## config.mk

```make
export PLATFORM = sky130hd
export DESIGN_NAME = cau_queue
export DESIGN_NICKNAME = d
export VERILOG_FILES = /design/src/design/cau_pkg.sv /design/src/design/cau_queue.sv
export SDC_FILE = /design/constraint.sdc
export NUM_CORES = 1
export LEC_CHECK = 0
export CORE_UTILIZATION = 25
export DETAILED_ROUTE_END_ITERATION = 8
export DONT_BUFFER_PORTS = 1
export HOLD_SLACK_MARGIN = 0.08
export PLACE_DENSITY = 0.41
export SYNTH_ARGS = -nofsm -noshare
export SYNTH_HDL_FRONTEND = slang
export SYNTH_SLANG_ARGS = --single-unit
```

## constraint.sdc

```tcl
create_clock -name clock -period 3.9 [get_ports clock]
set_clock_uncertainty 0.2 [all_clocks]
set_input_delay 0.78 -clock clock [delete_from_list [all_inputs] [get_ports clock]]
set_output_delay 0.78 -clock clock [all_outputs]
set_load 0.005 [all_outputs]
```

## src/design/cau_pkg.sv

```systemverilog
`timescale 1ns / 1ps
`default_nettype none
// ---------------------------------------------------------------------------
// Complex arithmetic unit package
// Shared types, opcodes and defaults for the complex arithmetic unit.
// ---------------------------------------------------------------------------
package cau_pkg;

   localparam int DataWidthDefault = 16;
   localparam int FracBitsDefault  = 8;

   typedef enum logic [2:0] {
      OP_ADD  = 3'd0,
      OP_SUB  = 3'd1,
      OP_MUL  = 3'd2,
      OP_DIV  = 3'd3,
      OP_EQU  = 3'd4,
      OP_CONJ = 3'd5
   } op_type;

   localparam logic [1:0] ST_OK  = 2'd0;
   localparam logic [1:0] ST_SAT = 2'd1;
   localparam logic [1:0] ST_DVZ = 2'd2;

   typedef struct packed {
      logic [2:0]                       op_code;
      logic signed [DataWidthDefault-1:0] a_re;
      logic signed [DataWidthDefault-1:0] a_im;
      logic signed [DataWidthDefault-1:0] b_re;
      logic signed [DataWidthDefault-1:0] b_im;
   } req_type;

   typedef struct packed {
      logic signed [DataWidthDefault-1:0] res_re;
      logic signed [DataWidthDefault-1:0] res_im;
      logic                             is_equal;
      logic [1:0]                       status;
   } rsp_type;

endpackage
`default_nettype wire

```

## src/design/cau_queue.sv

```systemverilog
`timescale 1ns / 1ps
`default_nettype none
// ---------------------------------------------------------------------------
// Complex arithmetic unit queue
// Two-entry queue between the front and the back part.
// ---------------------------------------------------------------------------
module cau_queue (
   input  wire logic            clock,
   input  wire logic            reset,
   input  wire logic            in_valid,
   output logic                 in_stall,
   input  wire cau_pkg::req_type in_data,
   output logic                 out_valid,
   input  wire logic            out_stall,
   output cau_pkg::req_type     out_data
);
   import cau_pkg::*;

   req_type    mem_ff [2];
   logic       wr_ff, wr_in, rd_ff, rd_in;
   logic [1:0] cnt_ff, cnt_in;
   logic       push, pop;

   assign in_stall  = (cnt_ff == 2'd2);
   assign out_valid = (cnt_ff != 2'd0);
   assign out_data  = mem_ff[rd_ff];
   assign push      = in_valid && !in_stall;
   assign pop       = out_valid && !out_stall;

   always_comb begin
      wr_in  = push ? ~wr_ff : wr_ff;
      rd_in  = pop ? ~rd_ff : rd_ff;
      cnt_in = cnt_ff + {1'b0, push} - {1'b0, pop};
   end

   always_ff @(posedge clock) begin
      if (reset) begin
         wr_ff  <= 1'b0;
         rd_ff  <= 1'b0;
         cnt_ff <= 2'd0;
      end else begin
         wr_ff  <= wr_in;
         rd_ff  <= rd_in;
         cnt_ff <= cnt_in;
      end
      if (push) begin
         mem_ff[wr_ff] <= in_data;
      end
   end
endmodule
`default_nettype wire

```

==> impl_results.md <==
- Vias in the first global route: around 2400
- RSZ-0062 raised after global routing: false
- Startpoint class of the critical path: flip-flop
- Hold crit path type: in2reg
- Fmax: around 350 MHz
- Clk_lat worst skew: 0.41 ns
- Complex-gate fraction of the synthesized area: 0.00483
- Tightest Pin Transition: about 1 ns
- Met2 Use GR: 0.148
- Full die area: approximately 21000 um2
- DP Wirelength: between 5000 and 6000 um
- Synthesized flop and latch total: 139
- Worst reg-to-reg path cell count: 5
- R2r setup slk: around 1.6 ns
- Global placer's final weighted congestion: 0.638
- M3 GR Usage: 0.0520
- Mux cell area share after synthesis: 0.167
- Fill cells: just over 2000
- # setup viols final: 0
- CTS Buf Count: 17
- CTS tree: yes
- DR iter-0 viols: around 110
- Gate Count Post-Synth: between 200 and 250
- Boundary Pins: 140
- Worst-path fanout max: 39
- Final period utilization: 0.740
- Yosys warnings: 0
- Post-DP Area: ~5500 um2
- Pre-antenna DRT Iters: 4
- Crit Path Class: reg2out
- Yosys cell types: 20
- Detail Route Antenna Nets: 0
- Post-synthesis adder-cell area fraction: 0.00483
- Die width: between 100 and 150 um
- Cell area power density: approximately 680 nW/um2
- Initial Util: 0.255
- CTS root buffer: clkbuf_16
- Via Count: between 2000 and 2500
- Max Cap Viol: 0
- Die Span Y: approximately 150 um
- Fin. Hold Viols: 0
- VDD IR max: between 0.3 and 0.4 mV
- Port-buffer cells: 0
- First-pass GRT wire length: between 10000 and 15000 um
- Simple-Gate Fraction of Synth Area: 0.00942
- Fin. max-slew vios: 0
- Grt met1 use: 0.0974
- Avg Vias per Cell: between 4 and 5
- Area occupied by registers: 4130 um2
- Post-route design area: 6070 um2
- Remaining DRCs: 0
- Hold path start: reset
- Nets: roughly 320
- Register area share after synthesis: 0.796
- GRT Overall Usage: 0.0915
- CTS sink count: between 100 and 150
- Net count after synthesis: roughly 310
- Gr busiest metal: met2
- Multi-input gate area: between 900 and 1000 um2
- Post-CTS Hold Buffers: 0
- Post-Route WL: approximately 9000 um
- Synthesized cell area: approximately 5200 um2
- CP arrival: roughly 1.9 ns
- Core ar.: ~20000 um2
- Worst r2r src: cnt_ff[0]
- Post_cts resized: 0
- Area Overhead vs Synth: 17.1%
- Initial antenna violation count: 0
- Reg2reg end: mem_ff[0][0]
- Post-Synth XOR/XNOR Area: 0.00338
- Largest family of logic cells by synthesized area: multiplexers
- Row count: 52
- GRT overflow: 0
- Setup TNS Final: 0 ns
- Crit path time final: roughly 2.9 ns
- CTS Buffer Depth: 2
- Leakage: ~0.0020 uW
- Req. time, crit path: a little under 3 ns
- Slew margin rel.: 0.325
- Hold path cells: 1
- H-Tree Depth: 4
- Largest net degree at the start of global routing: between 60 and 70
- Crit end category: primary output
- Outcome: complete, no violations
- # diodes: 0
- Share of cells above drive strength 1: 0.382
- DR WL/cell: between 15 and 20 um
- Clk pin slew, worst setup/hold paths: roughly 0.060 ns
- Post CTS Setup Buffer Count: 0
- Syn avg cell area: between 20 and 25 um2
-- cells in the mapped netlist, drive strengths merged --
master | number | area share
edfxtp | 134 | 0.78
mux2 | 67 | 0.17
buf | 7 | 0.011
dfxtp | 5 | 0.019
inv | 5 | 0.0036
a21oi | 3 | 0.0029
nor2 | 3 | 0.0022
ha | 2 | 0.0048
o21ai | 2 | 0.0019
or3 | 2 | 0.0024
and3 | 1 | 0.0012
nand2 | 1 | 0.00072
nand2b | 1 | 0.0017
nor2b | 1 | 0.0012
xnor2 | 1 | 0.0017
xor2 | 1 | 0.0017
-- worst max path at each step --
stage | from | to | slack [ns]
final | flip-flop | out_data[11] | 1.01
after global routing | flip-flop | out_data[8] | 0.87
after CTS | flip-flop | out_data[11] | 0.93
after detailed placement | in_valid | mem_ff[0][14] | 1.30
after global placement | in_valid | mem_ff[0][25] | 1.32
after floorplan | in_valid | mem_ff[0][0] | 0.80
-- cells in the final DEF, fill, tap and decap left out --
| master | count |
|---|---|
| edfxtp_1 | 134 |
| mux2_2 | 37 |
| mux2_4 | 30 |
| clkbuf_16 | 17 |
| clkinv_1 | 4 |
| dfxtp_1 | 4 |
| nor2_1 | 3 |
| inv_1 | 3 |
| clkinv_2 | 3 |
| a21oi_1 | 3 |
| clkinv_4 | 3 |
| or3_1 | 2 |
| o21ai_0 | 2 |
| ha_1 | 2 |
| bufinv_16 | 2 |
| buf_12 | 2 |
| nand2b_2 | 1 |
| nand2_1 | 1 |
| inv_2 | 1 |
| and3_4 | 1 |
| nor2b_1 | 1 |
| xor2_1 | 1 |
| xnor2_1 | 1 |
| dfxtp_4 | 1 |
| clkbuf_1 | 1 |
| clkinvlp_4 | 1 |
| inv_6 | 1 |
-- state kept, by name, indices dropped and copies added, names as in the netlist, named ones only --
name,cells
cnt_ff,2
mem_ff,134
rd_ff,1
wr_ff,1
-- where the power goes --
group	switching [uW]	internal (uW)	total (uW)
Combinational	295	313	609
Clock	592	930	1520
Sequential	101	1880	1980
-- logic make-up after synthesis --
kind of cell / after synthesis
muxes: 67
xor gates and xnor gates: 2
buffers and inverters: 12
DFF: 139
and+or+nand+nor: 9
AOI/OAI and AO/OA: 5
adders and majority gates: 2
-- area by class of cell --
cell class                      count  area share
Tap cell                          270      0.0556
Sequential cell                   139       0.680
Inverter                            5     0.00330
Timing Repair Buffer                2     0.00660
Clock buffer                       18      0.0707
Multi-Input combinational cell     85       0.163
Clock inverter                     13      0.0210
-- per-stage QoR --
stage	std cells	util	hold WS, ns	setup slack (ns)	total power [uW]
2_1_floorplan	236	-	0.252	0.796	2490
3_3_place_gp	501	0.272	0.275	1.32	2640
3_5_place_dp	501	0.272	0.295	1.30	2650
4_1_cts	532	0.299	0.201	0.933	4200
5_1_grt	532	0.299	0.205	0.871	4310
6_report	532	0.299	0.230	1.01	4110
-- metal layers --
metal | wire (um) | up-vias | share of wire
li1 | - | 960 | -
met1 | 3680 | 1093 | 0.40
met2 | 4530 | 83 | 0.49
met3 | 874 | 8 | 0.095
met4 | 124 | 0 | 0.013
met5 | 0 | - | 0
-- critical path, cell delays in order, from the launching register on --
cell,delay (ns)
dfxtp_4,0.78
buf_12,0.31
mux2_2,0.38
Note: power is estimated with default switching activity, not from simulation.
